--- src/hdl/ltpd_pkg.sv ---
`timescale 1ns / 1ps
package ltpd_pkg;

   localparam logic [1:0] KIND_LINE_BYTE  = 2'd0;
   localparam logic [1:0] KIND_EVENT      = 2'd1;
   localparam logic [1:0] KIND_EMPTY_LINE = 2'd2;

   localparam logic [7:0] IMAGE_TYPE_RESET = 8'd1;

   typedef struct packed {
      logic [1:0] kind;
      logic [7:0] byte_value;
      logic [7:0] event_id;
      logic       last_of_line;
      logic       length_error;
   } result_type;

endpackage

--- src/hdl/length_type_packet_deframer.sv ---
// Each input byte is registered in the byte register, and its result in the result register.
// Throughput: one byte per cycle; the byte register and the result register
// both advance together whenever the result register is free or being taken.
// Reset is synchronous and active high. It clears the parser state and both
// valid flags, and sets the image type code to 1.
`timescale 1ns / 1ps
module length_type_packet_deframer
   import ltpd_pkg::*;
#(
   parameter int HEADER_BYTES = 8
) (
   input  logic        clock,
   input  logic        reset,
   input  logic        csr_tvalid,
   output logic        csr_tready,
   input  logic [7:0]  csr_tdata,   // image_type_code
   input  logic        req_tvalid,
   output logic        req_tready,
   input  logic [7:0]  req_tdata,   // data_byte
   output logic        rsp_tvalid,
   input  logic        rsp_tready,
   output logic [23:0] rsp_tdata,   // byte_value, event_id, length_error, zero fill
   output logic        rsp_tlast,
   output logic [1:0]  rsp_tuser    // kind
);

   localparam int IDX_W = $clog2(HEADER_BYTES);
   localparam logic [IDX_W-1:0] IDX_LEN_HI = IDX_W'(1);
   localparam logic [IDX_W-1:0] IDX_LEN_LO = IDX_W'(2);
   localparam logic [IDX_W-1:0] IDX_TYPE   = IDX_W'(4);
   localparam logic [IDX_W-1:0] IDX_LAST   = IDX_W'(HEADER_BYTES - 1);
   localparam logic [15:0]      HDR_LEN    = 16'(HEADER_BYTES);

   logic [7:0]       image_type_ff;
   logic             byte_valid_ff, byte_valid_in;
   logic [7:0]       byte_ff;
   logic             rsp_valid_ff, rsp_valid_in;
   result_type       rsp_ff, rsp_in;
   logic             has_result;

   logic             in_payload_ff, in_payload_in;
   logic [IDX_W-1:0] header_index_ff, header_index_in;
   logic [15:0]      packet_length_ff, packet_length_in;
   logic [7:0]       packet_type_ff, packet_type_in;
   logic [15:0]      payload_left_ff, payload_left_in;
   logic [7:0]       first_payload_ff, first_payload_in;

   logic             advance;
   logic             out_free;
   logic [7:0]       type_now;
   logic             is_first;
   logic             is_last;
   logic [7:0]       event_content;

   assign csr_tready = 1'b1;
   assign out_free   = !rsp_valid_ff || rsp_tready;
   assign advance    = byte_valid_ff && out_free;
   assign req_tready = !byte_valid_ff || advance;

   always_comb begin
      in_payload_in    = in_payload_ff;
      header_index_in  = header_index_ff;
      packet_length_in = packet_length_ff;
      packet_type_in   = packet_type_ff;
      payload_left_in  = payload_left_ff;
      first_payload_in = first_payload_ff;
      has_result       = 1'b0;
      rsp_in           = '0;
      type_now         = (header_index_ff == IDX_TYPE) ? byte_ff : packet_type_ff;
      is_first         = (payload_left_ff == (packet_length_ff - HDR_LEN));
      is_last          = (payload_left_ff <= 16'd1);
      event_content    = is_first ? byte_ff : first_payload_ff;

      if (!in_payload_ff) begin
         if (header_index_ff == IDX_LEN_HI) begin
            packet_length_in[15:8] = byte_ff;
         end
         if (header_index_ff == IDX_LEN_LO) begin
            packet_length_in[7:0] = byte_ff;
         end
         if (header_index_ff == IDX_TYPE) begin
            packet_type_in = byte_ff;
         end
         if (header_index_ff != IDX_LAST) begin
            header_index_in = header_index_ff + IDX_W'(1);
         end else begin
            header_index_in = '0;
            if (packet_length_ff <= HDR_LEN) begin
               has_result          = 1'b1;
               rsp_in.kind         = (type_now == image_type_ff) ? KIND_EMPTY_LINE
                                                                : KIND_EVENT;
               rsp_in.event_id     = type_now;
               rsp_in.length_error = 1'b1;
            end else begin
               payload_left_in  = packet_length_ff - HDR_LEN;
               first_payload_in = '0;
               in_payload_in    = 1'b1;
            end
         end
      end else begin
         if (is_first) begin
            first_payload_in = byte_ff;
         end
         payload_left_in = is_last ? 16'd0 : payload_left_ff - 16'd1;
         if (is_last) begin
            in_payload_in = 1'b0;
         end
         rsp_in.event_id = packet_type_ff;
         if (packet_type_ff == image_type_ff) begin
            has_result          = 1'b1;
            rsp_in.kind         = KIND_LINE_BYTE;
            rsp_in.byte_value   = byte_ff;
            rsp_in.last_of_line = is_last;
         end else if (is_last) begin
            has_result        = 1'b1;
            rsp_in.kind       = KIND_EVENT;
            rsp_in.byte_value = event_content;
         end
      end
   end

   always_comb begin
      byte_valid_in = byte_valid_ff;
      if (req_tvalid && req_tready) begin
         byte_valid_in = 1'b1;
      end else if (advance) begin
         byte_valid_in = 1'b0;
      end
      rsp_valid_in = rsp_valid_ff;
      if (advance) begin
         rsp_valid_in = has_result;
      end else if (rsp_tready) begin
         rsp_valid_in = 1'b0;
      end
   end

   always_ff @(posedge clock) begin
      if (reset) begin
         image_type_ff    <= IMAGE_TYPE_RESET;
         byte_valid_ff    <= 1'b0;
         rsp_valid_ff     <= 1'b0;
         in_payload_ff    <= 1'b0;
         header_index_ff  <= '0;
         packet_length_ff <= '0;
         packet_type_ff   <= '0;
         payload_left_ff  <= '0;
         first_payload_ff <= '0;
      end else begin
         byte_valid_ff <= byte_valid_in;
         rsp_valid_ff  <= rsp_valid_in;
         if (csr_tvalid && csr_tready) begin
            image_type_ff <= csr_tdata;
         end
         if (advance) begin
            in_payload_ff    <= in_payload_in;
            header_index_ff  <= header_index_in;
            packet_length_ff <= packet_length_in;
            packet_type_ff   <= packet_type_in;
            payload_left_ff  <= payload_left_in;
            first_payload_ff <= first_payload_in;
         end
      end
   end

   always_ff @(posedge clock) begin
      if (req_tvalid && req_tready) begin
         byte_ff <= req_tdata;
      end
      if (advance && has_result) begin
         rsp_ff <= rsp_in;
      end
   end

   assign rsp_tvalid = rsp_valid_ff;
   assign rsp_tdata  = {7'd0, rsp_ff.length_error, rsp_ff.event_id, rsp_ff.byte_value};
   assign rsp_tlast  = rsp_ff.last_of_line;
   assign rsp_tuser  = rsp_ff.kind;

endmodule

--- config.mk ---
export PLATFORM = sky130hd
export DESIGN_NAME = length_type_packet_deframer
export DESIGN_NICKNAME = d
export VERILOG_FILES = /design/src/hdl/ltpd_pkg.sv /design/src/hdl/length_type_packet_deframer.sv
export SDC_FILE = /design/constraint.sdc
export NUM_CORES = 1
export LEC_CHECK = 0
export BUFFER_PORTS_ARGS = -buffer_cell sky130_fd_sc_hd__buf_2
export CAP_MARGIN = 20
export CORE_MARGIN = 2
export CORE_UTILIZATION = 34
export CTS_CLUSTER_SIZE = 10
export DETAILED_ROUTE_END_ITERATION = 7
export PLACE_DENSITY = 0.56
export SETUP_SLACK_MARGIN = 0.3
export SLEW_MARGIN = 5
export SYNTH_ARGS = -nofsm -noshare
export SYNTH_HDL_FRONTEND = slang
export SYNTH_SLANG_ARGS = --single-unit
--- constraint.sdc ---
create_clock -name clock -period 9.2 [get_ports clock]
set_input_delay 0.46 -clock clock [delete_from_list [all_inputs] [get_ports clock]]
set_output_delay 0.46 -clock clock [all_outputs]
set_load 0.01 [all_outputs]
==> results.txt, run 1 <==
----------------------------------------------------
[Layout]
  Fill cell count ... 1394
  Layout area overhead ... 12.44%
  Count of inserted antenna diode cells ... 0
  Layout Nets ... 560
  Fraction of final layout cells sized beyond drive strength 1 ... 14.18%
  Layout Cells excl Fill ... 716

[Power]
  Peak ir drop on the vdd network ... 0.08729 mV
  Power per Cell Area ... 160.0 nW/um2
  Leakage power ... 2.150 nW

[Logic synthesis]
  Synth cell count leaders ... dfxtp_1, nor2_1, nand2_1, a21oi_1
  Proportion of synthesized chip area in sequential cells ... 43.96%
  Yosys Warn Count ... 0
  Synthesized area ... 4736 um2
  Synthesized area divided by synthesized cell count ... 9.341 um2
  Post-synthesis cell type with the largest combined area ... dfxtp_1
  Synth cell types ... 55
  Post-synthesis register bit count ... 90
  Share of flip-flops with an asynchronous set or reset ... 0%
  Synth area leaders ... dfxtp_1, edfxtp_1, mux2i_1, a22o_1, xnor2_1
  Synthesized instance count ... 507
  Fraction of post-synthesis cell area in the top cell type by area ... 26.21%
  Prevailing post-synth register cell ... dfxtp_1
  Most common cell in the netlist ... dfxtp_1
  Post-synth EDFFs ... 28

[Detailed routing]
  Via total after detailed routing ... 3790
  Per-cell routed wire length ... 16.18 um
  Number of nets with antenna violations after routing ... 0
  Residual DRC count ... 0
  Final routed wirelength across all metal layers ... 11580 um
  Pre-Repair DR Iteration Count ... 5
  Initial drt markers ... 242
  Routed via count divided by cell count ... 5.293

[Worst setup path]
  Category of the worst setup path launch point ... flip-flop
  Critical Path Sink Type ... flip-flop
  CP max stage delay ... 0.60 ns
  Worst path arrival time ... 3.73 ns
  Data required time at the worst endpoint ... 9.49 ns
  Standard cell with the maximum stage delay on the critical path ... a21oi_1
  Kind of critical path ... reg2reg
  Ordered list of cells on the worst path ... inv_1, ha_1, or4b_4, nor3_1, and4bb_2, o31ai_2, o41ai_2, a21oi_1, a22o_1
  Crit path max fanout ... 11

[CTS]
  Total CTS buffers ... 9
  Number of gates given a new drive strength after cts ... 0
  Post-CTS setup buffers ... 0
  Sink count of the clock tree ... 90
  Clock input transition at the sequential cells of the worst setup and hold paths ... 0.07 ns
  Worst skew pair latency ... 0.35 ns
  Number of buffers on the longest clock path ... 2
  Root buffer cell ... clkbuf_16
  Htree depth ... 3
  CTS tree ... built
  Hold Buf Count CTS ... 0

[Timing]
  Final min period ... 3.437 ns
  Headroom to the max-slew limit ... 39.11%
  Final setup TNS ... 0 ns
  Final Skew ... 0.01003 ns
  Number of endpoints with negative hold slack in the final report ... 0
  Unrepaired setup endpoints after global routing ... no
  Worst setup slack after layout ... 5.763 ns
  Setup Viol. Count Final ... 0
  Highest Clock Rate ... 0.2909 GHz
  Tightest Pin Transition ... 0.9050 ns
  Portion of the clock cycle consumed by the worst path in the final layout ... 37.36%
  Minimum hold slack ... 0.2823 ns
  Slew Viols, Final ... 0

[Floorplanning]
  Top Ports ... 51
  Core area ... 13720 um2
  Y dimension of the die ... 122.0 um
  Number of rows created at floorplan ... 43
  Die footprint ... 14890 um2
  Width of the chip ... 122.0 um
  Initial Util ... 34.52%

[Status]
  Status ... complete, no violations

[Global route]
  Number of antenna violations at the first check in global routing ... 0
  Final global-route overflow total ... 0
  Largest net degree at the start of global routing ... 57
  Total GRT Usage ... 16.04%
  Via count of the first global-routing pass ... 3639
  Wire length of the first global-routing pass ... 18430 um

[Min path]
  Worst hold path class ... in2reg

[Place]
  Placer Congestion ... 0.8131
  Total instance count after detailed placement ... 700
  Post-Place Worst Slack ... 5.784 ns
  Dpl hpwl ... 8194 um
  Number of buffer cells added on primary ports ... 42

[Job]
  Number of violations of the max-capacitance limit ... 0

----------------------------------------------------
layout make-up:
cell class              instances  area [um2]  share of cell area [%]
multi-input cells             370        2425                   45.54
clock buffers                   9       225.2                   4.229
well taps                     180       225.2                   4.229
clock inverters                 7       75.07                   1.410
inverters                      14       52.55                  0.9868
repair buffers                 46       240.2                   4.511
flip-flops and latches         90        2082                   39.10
per-layer routing:
layer	up-vias	global-route usage [%]	part of all wire, %
met3	16	3.699	5.0
met4	0	7.328	1.7
met1	1807	21.49	47
li1	1858	-	-
met2	109	24.58	46
met5	-	0	0
stage by stage:
step / cell area, um2 / util, % / power, mW
3_3_place_gp: 5025 / 36.63 / 0.4840
4_1_cts: 5325 / 38.81 / 0.8600
5_1_grt: 5325 / 38.81 / 0.8831
3_5_place_dp: 5025 / 36.63 / 0.4852
6_report: 5325 / 38.81 / 0.8519
2_1_floorplan: 4758 / - / 0.4701
registers in the layout, summed over array words and instances (netlist names):
signal / cells
rsp_tvalid: 1
payload_left_ff: 16
packet_length_ff: 16
rsp_tlast: 1
in_payload_ff: 1
byte_valid_ff: 1
byte_ff: 8
rsp_tuser: 2
image_type_ff: 8
header_index_ff: 3
rsp_tdata: 17
packet_type_ff: 8
first_payload_ff: 8
logic make-up after synthesis:
| family | count (synthesis) | share of synthesized area (%) |
|---|---|---|
| simple gates | 171 | 18.68 |
| compound gates | 122 | 17.07 |
| flops | 90 | 43.96 |
| buf+inv | 53 | 5.311 |
| xor+xnor | 40 | 8.269 |
| mux | 21 | 4.439 |
| fa+ha+maj | 8 | 2.114 |
| other cells | 2 | 0.1586 |
power breakdown:
part / leakage, nW / switching (mW) / total, mW / internal [mW]
registers: 0.813 / 0.0138 / 0.428 / 0.415
logic: 1.19 / 0.0271 / 0.0482 / 0.0211
clock network: 0.151 / 0.162 / 0.375 / 0.213
final timing paths:
check | slack, ns | from | cells past startpoint | to
max | 5.76 | packet_length_ff[3] | 9 | first_payload_ff[2]
min | 0.28 | req_tdata[3] | 1 | byte_ff[3]
max reg2reg | 5.76 | packet_length_ff[3] | 9 | first_payload_ff[2]
min reg2reg | 0.48 | first_payload_ff[1] | 1 | first_payload_ff[1]
critical path: cells and delay by family (launching register included):
| kind | cells | cell delay (ns) |
|---|---|---|
| AOI/OAI and AO/OA | 4 | 1.37 |
| adders and majority gates | 1 | 0.32 |
| buffers and inverters | 1 | 0.14 |
| DFF | 1 | 0.46 |
| and+or+nand+nor | 3 | 1.09 |
placed cells by master (no fill, tap or decap), types with 4 or more instances in the layout:
master and instances:
dfxtp_1 62, nor2_1 48, buf_2 42, nand2_1 39, a21oi_1 37, o21ai_0 28, edfxtp_1 28, a22o_1 24
xnor2_1 23, nand3_1 21, mux2i_1 21, inv_1 14, xor2_1 14, nor3_1 13, clkbuf_16 9, nor4_1 8
a22oi_1 8, ha_1 8, conb_1 8, or3_1 7, nand2b_1 6, o32ai_1 6, a211oi_1 5, or2_2 4
nand4_1 4, buf_4 4
(Power assumes the default switching activity.)
==> inputs of run 2 (changes only) <==
Clock period 9.2 ns to 3.2 ns, I/O delays scaled along.
==> results.txt, run 2 (synthesis results as in run 1) <==
----------------------------------------------------
[Status]
  Status ... complete, no violations

[CTS]
  Worst skew pair latency ... 0.36 ns (about the same)
  Htree depth ... 3 (unchanged)
  Clock input transition at the sequential cells of the worst setup and hold paths ... 0.06 ns (about the same)
  Sink count of the clock tree ... 90 (unchanged)
  Root buffer cell ... clkbuf_16
  Total CTS buffers ... 9 (unchanged)
  Number of buffers on the longest clock path ... 2 (unchanged)
  CTS tree ... built

[Floorplanning]
  Top Ports ... 51 (unchanged)
  Y dimension of the die ... 122.0 um (unchanged)
  Core area ... 13720 um2 (unchanged)
  Number of rows created at floorplan ... 43 (unchanged)
  Initial Util ... 34.52% (unchanged)
  Width of the chip ... 122.0 um (unchanged)
  Die footprint ... 14890 um2 (unchanged)

[Power]
  Net Sw Frac ... 23.05% (-0.80 points)
  Sequential Power Share ... 48.5% (-1.8 points)
  Share of total power in combinational logic ... 5.9% (+0.2 points)
  Cell-internal power ... 1.952 mW (+200%)
  Power per Cell Area ... 455.3 nW/um2 (+180%)
  Leakage power ... 2.246 nW (+4.4%)
  Psw ... 0.5848 mW (+190%)
  Clock group share of total power ... 45.6% (+1.6 points)
  Post-route total power ... 2.537 mW (+200%)
  Peak ir drop on the vdd network ... 0.3548 mV (+310%)

[Layout]
  Count of inserted antenna diode cells ... 0 (unchanged)
  Layout area overhead ... 17.65%
  Layout Nets ... 577 (+3.0%)
  Number of flip-flops under the largest register name ... 17 (unchanged)
  Fraction of final layout cells sized beyond drive strength 1 ... 16.46% (+2.3 points)
  Area occupied by multi-input gates ... 2474 um2 (+2.0%)
  Fill cell count ... 1366 (-2.0%)
  Most common cell after layout, fill and taps aside ... dfxtp_1
  Final core utilization ... 40.61% (+1.8 points)
  Storage cell area ... 2082 um2 (unchanged)
  Final Cell Area ... 5572 um2 (+4.6%)
  Leading cell types in the layout, fill and taps excluded ... dfxtp_1, nor2_1, buf_2

[Timing]
  Number of endpoints with negative hold slack in the final report ... 0 (unchanged)
  Minimum hold slack ... 0.01889 ns (-0.2634 ns)
  Setup Viol. Count Final ... 0 (unchanged)
  Unrepaired setup endpoints after global routing ... no
  Portion of the clock cycle consumed by the worst path in the final layout ... 86.74% (+49 points)
  Headroom to the max-slew limit ... 59.46% (+20 points)
  Highest Clock Rate ... 0.3603 GHz (+24%)
  Final Skew ... 0.009036 ns (-0.0009936 ns)
  Final setup TNS ... 0 ns (unchanged)
  Final min period ... 2.776 ns (-0.6614 ns)
  Tightest Pin Transition ... 0.6058 ns (-0.2991 ns)
  Slew Viols, Final ... 0 (unchanged)

[Worst setup path]
  Kind of cell adding the most delay to the critical path ... simple AND/OR/NAND/NOR gates
  Standard cell with the maximum stage delay on the critical path ... or4b_4
  Data required time at the worst endpoint ... 3.42 ns (-6.07 ns)
  Register-to-register path setup slack ... 0.42 ns (-5.34 ns)
  Launch instance of the worst register-to-register path ... packet_length_ff[4]
  Kind of critical path ... reg2reg
  Worst reg2reg endpoint ... rsp_tdata[6]
  Cells on worst reg2reg path ... 9 (unchanged)
  Category of the worst setup path launch point ... flip-flop
  CP max stage delay ... 0.54 ns (-0.06 ns)
  Crit path top cell by count ... a22o_1
  Worst path buffer plus inverter count ... 1 (unchanged)
  Worst path arrival time ... 3.00 ns (-0.73 ns)
  Logic depth of the worst path, buffers included ... 9 (unchanged)
  Critical Path Sink Type ... flip-flop
  Ordered list of cells on the worst path ... inv_1, ha_4, or4b_4, or4_4, nor3b_4, o31ai_4, nor3_4, a22o_1, a22o_1
  Crit path max fanout ... 10 (-1)

[Place]
  Dpl hpwl ... 8154 um (-0.49%)
  Dpl cell area ... 5144 um2 (+2.4%)
  Number of buffer cells added on primary ports ... 42 (unchanged)
  Placer Congestion ... 0.8225 (+1.2%)

[Global route]
  Wire length of the first global-routing pass ... 18640 um (+1.2%)
  Via count of the first global-routing pass ... 3646 (+0.19%)
  Final global-route overflow total ... 0 (unchanged)
  Number of antenna violations at the first check in global routing ... 0 (unchanged)
  Largest net degree at the start of global routing ... 30 (-47%)
  Total GRT Usage ... 16.31% (+0.27 points)

[Min path]
  Worst hold path startpoint ... csr_tdata[0]
  Min-Delay Endpoint ... image_type_ff[0]
  Worst hold path class ... in2reg
  Worst hold stages ... 2 (+1)

[Detailed routing]
  Final routed wirelength across all metal layers ... 11370 um (-1.9%)
  Residual DRC count ... 0 (unchanged)
  Per-cell routed wire length ... 15.50 um (-4.2%)
  Routed via count divided by cell count ... 5.177 (-2.2%)
  Pre-Repair DR Iteration Count ... 4 (-1)
  Initial drt markers ... 253 (+4.5%)
  Number of nets with antenna violations after routing ... 0 (unchanged)
  Via total after detailed routing ... 3795 (+0.13%)

[Job]
  Number of violations of the max-capacitance limit ... 0 (unchanged)

----------------------------------------------------
==> run 2: cell types whose count changed in the layout (fill, tap and decap cells not counted), sizes merged <==
cell | previous run | this run
clkinv | 3 | 2
inv | 17 | 16
clkinvlp | 0 | 1
dlygate4sd3 | 0 | 8
buf | 46 | 55
bufinv | 1 | 2
==> run 2: layout make-up <==
class | instances | share of cell area, %
repair buffers | 63 | 7.411
inverters | 14 | 0.9432
clock buffers | 9 | 4.042
flip-flops and latches | 90 | 37.37
clock inverters | 7 | 1.797
multi-input cells | 370 | 44.40
well taps | 180 | 4.042
==> run 2: worst max-delay path by stage <==
stage / slack, ns / endpoint / from
floorplan: 0.32 / first_payload_ff[0] / packet_length_ff[3]
global placement: 0.42 / first_payload_ff[0] / packet_length_ff[5]
detailed placement: 0.29 / first_payload_ff[0] / packet_length_ff[5]
CTS: 0.30 / first_payload_ff[1] / packet_length_ff[5]
global route: 0.32 / first_payload_ff[3] / packet_length_ff[4]
finish: 0.42 / rsp_tdata[6] / packet_length_ff[4]
==> run 2: repair_timing <==
| action | in CTS | in global routing |
|---|---|---|
| hold endpoints to repair | 8 | 0 |
| endpoints found under the setup margin | 8 | 16 |
| hold buffers | 8 | 0 |
| gates resized for setup | 1 | 2 |
| setup buffers | 0 | 1 |
==> run 2: per-stage QoR <==
step                      instances  setup WS [ns]
after global placement          708         0.4201
after floorplan                 513         0.3162
after global routing            733         0.3158
final                           733         0.4243
after detailed placement        708         0.2949
after CTS                       732         0.3036
==> run 2: power by group through the flow <==
stage                     Sequential, mW  Combinational (mW)  Clock [mW]
final                               1.23               0.151        1.16
after global routing                1.23               0.169        1.23
after CTS                           1.23               0.150        1.17
after detailed placement            1.26               0.142           0
after global placement              1.25               0.139           0
after floorplan                     1.24               0.117           0
==> run 2: metal layers <==
metal | track usage, % | wire length [um] | up-vias
li1 | - | - | 1900
met1 | 22.53 | 5428 | 1786
met2 | 24.83 | 5125 | 96
met3 | 4.307 | 644 | 13
met4 | 5.316 | 166 | 0
met5 | 0 | 0 | -
==> inputs of run 3 (changes only) <==
Settings changed: CORE_MARGIN 2 to 3.
==> results.txt, run 3 (synthesis results as in run 1) <==
----------------------------------------------------
[Status]
  Status ... complete, no violations

[Floorplanning]
  Die footprint ... 15380 um2 (+3.3%)
  Initial Util ... 35.20% (+0.68 points)
  Width of the chip ... 124.0 um (+1.6%)
  Core area ... 13450 um2 (-1.9%)
  Y dimension of the die ... 124.0 um (+1.6%)
  Number of rows created at floorplan ... 42 (-2.3%)
  Top Ports ... 51 (unchanged)

[Worst setup path]
  Critical Path Sink Type ... flip-flop
  Data required time at the worst endpoint ... 3.49 ns (+0.07 ns)
  Cells on worst reg2reg path ... 10 (+1)
  Category of the worst setup path launch point ... flip-flop
  Crit path max fanout ... 10 (unchanged)
  Kind of critical path ... reg2reg
  Register-to-register path setup slack ... 0.42 ns (about the same)
  Worst path arrival time ... 3.06 ns (+0.06 ns)
  Worst reg2reg endpoint ... first_payload_ff[3]
  Launch instance of the worst register-to-register path ... packet_length_ff[4]

[Place]
  Number of buffer cells added on primary ports ... 42 (unchanged)
  Post-Place Worst Slack ... 0.3124 ns (+0.01753 ns)
  Placer Congestion ... 0.8457 (+2.8%)
  Dpl cell area ... 5106 um2 (-0.73%)
  Dpl hpwl ... 8382 um (+2.8%)

[Power]
  Cell-internal power ... 1.958 mW (+0.30%)
  Leakage power ... 2.236 nW (-0.45%)
  Share of total power in combinational logic ... 6.1% (+0.2 points)
  Peak ir drop on the vdd network ... 0.2275 mV (-36%)
  Power per Cell Area ... 460.8 nW/um2 (+1.2%)
  Sequential Power Share ... 48.3% (-0.2 points)
  Psw ... 0.5972 mW (+2.1%)
  Net Sw Frac ... 23.37% (+0.32 points)
  Post-route total power ... 2.555 mW (+0.72%)
  Clock group share of total power ... 45.7% (about the same)

[Min path]
  Worst hold path startpoint ... req_tdata[2]
  Min-Delay Endpoint ... byte_ff[2]
  Worst hold path class ... in2reg
  Worst hold stages ... 1 (-1)

[Timing]
  Final Skew ... 0.004409 ns (-0.004627 ns)
  Portion of the clock cycle consumed by the worst path in the final layout ... 86.78% (about the same)
  Unrepaired setup endpoints after global routing ... yes
  Slew Viols, Final ... 0 (unchanged)
  Setup Viol. Count Final ... 0 (unchanged)
  Final setup TNS ... 0 ns (unchanged)
  Number of endpoints with negative hold slack in the final report ... 0 (unchanged)
  Tightest Pin Transition ... 0.6882 ns (+0.08241 ns)
  Worst setup slack after layout ... 0.4231 ns (-0.001177 ns)
  Highest Clock Rate ... 0.3601 GHz (about the same)
  Final min period ... 2.777 ns (+0.001177 ns)
  Headroom to the max-slew limit ... 53.95% (-5.5 points)

[Global route]
  Largest net degree at the start of global routing ... 41 (+37%)
  Final global-route overflow total ... 0 (unchanged)
  Number of antenna violations at the first check in global routing ... 0 (unchanged)
  Via count of the first global-routing pass ... 3720 (+2.0%)
  Total GRT Usage ... 16.07% (-0.25 points)
  Wire length of the first global-routing pass ... 19230 um (+3.1%)

[Detailed routing]
  Pre-Repair DR Iteration Count ... 4 (unchanged)
  Initial drt markers ... 357 (+41%)
  Routed via count divided by cell count ... 5.259 (+1.6%)
  Final routed wirelength across all metal layers ... 11970 um (+5.3%)
  Residual DRC count ... 0 (unchanged)
  Per-cell routed wire length ... 16.46 um (+6.2%)
  Via total after detailed routing ... 3823 (+0.74%)
  Number of nets with antenna violations after routing ... 0 (unchanged)

[Layout]
  Fraction of final layout cells sized beyond drive strength 1 ... 16.88% (+0.42 points)
  Count of inserted antenna diode cells ... 0 (unchanged)
  Most common cell after layout, fill and taps aside ... dfxtp_1
  Leading cell types in the layout, fill and taps excluded ... dfxtp_1, nor2_1, buf_2
  Final Cell Area ... 5545 um2 (-0.47%)
  Layout area overhead ... 17.09%
  Layout Nets ... 575 (-0.35%)
  Number of flip-flops under the largest register name ... 17 (unchanged)

[CTS]
  CTS tree ... built
  Sink count of the clock tree ... 90 (unchanged)
  Htree depth ... 3 (unchanged)
  Clock input transition at the sequential cells of the worst setup and hold paths ... 0.07 ns (about the same)
  Root buffer cell ... clkbuf_16
  Total CTS buffers ... 9 (unchanged)
  Worst skew pair latency ... 0.34 ns (-0.02 ns)
  Number of buffers on the longest clock path ... 2 (unchanged)

[Job]
  Number of violations of the max-capacitance limit ... 0 (unchanged)

----------------------------------------------------
run 3: layout make-up:
class	instances	area (um2)
multi-input combinational	370	2495
timing repair buffer	61	370.4
clock buffer	10	229.0
inverter	14	52.55
fill	1342	7908
clock inverter	6	96.34
tap	176	220.2
sequential	90	2082
run 3: repair_timing:
item | CTS | global route
gates cloned | 0 | 0
pin swaps | 0 | 0
hold endpoints to repair | 6 | 1
resized for setup | 0 | 7
hold buffers | 6 | 1
endpoints found under the setup margin | 8 | 16
buffers inserted | 1 | 0
run 3: metal layers:
metal  wire [um]  global-route usage, %  vias to the layer above
met5           0                      0                        -
met4          48                  4.312                        0
met1        5706                  21.98                     1855
met3         405                  2.180                        2
li1            -                      -                     1890
met2        5805                  26.73                       76
run 3: how the worst max path moves through the flow:
| stage | slack (ns) | startpoint | to | cells after the start |
|---|---|---|---|---|
| after floorplan | 0.32 | packet_length_ff[3] | first_payload_ff[0] | 12 |
| after global placement | 0.40 | packet_length_ff[5] | first_payload_ff[0] | 7 |
| after detailed placement | 0.31 | packet_length_ff[5] | first_payload_ff[3] | 7 |
| after CTS | 0.35 | packet_length_ff[5] | rsp_tdata[5] | 7 |
| after global routing | 0.29 | packet_length_ff[4] | first_payload_ff[3] | 10 |
| final | 0.42 | packet_length_ff[4] | first_payload_ff[3] | 10 |
run 3: worst max-delay path, cell delays in order (launching register included):
cell	delay [ns]
dfxtp_1	0.34
inv_1	0.09
ha_4	0.17
or4b_4	0.55
or4_4	0.48
nor3b_4	0.25
o31ai_4	0.11
nor3_4	0.17
nor4b_4	0.23
buf_4	0.19
a22o_1	0.14
run 3: through the flow:
step	instances	util, %	hold slack (ns)
2_1_floorplan	513	-	0.2589
3_3_place_gp	703	37.96	0.3383
3_5_place_dp	703	37.96	0.3396
4_1_cts	726	40.88	0.0005123
5_1_grt	727	41.22	0.002286
6_report	727	41.22	0.02121
run 3: power by group through the flow:
| stage | Sequential (mW) | Combinational [mW] | Clock, mW |
|---|---|---|---|
| floorplan | 1.24 | 0.117 | 0 |
| global placement | 1.26 | 0.140 | 0 |
| detailed placement | 1.26 | 0.143 | 0 |
| CTS | 1.23 | 0.150 | 1.18 |
| global route | 1.24 | 0.171 | 1.24 |
| finish | 1.23 | 0.155 | 1.17 |
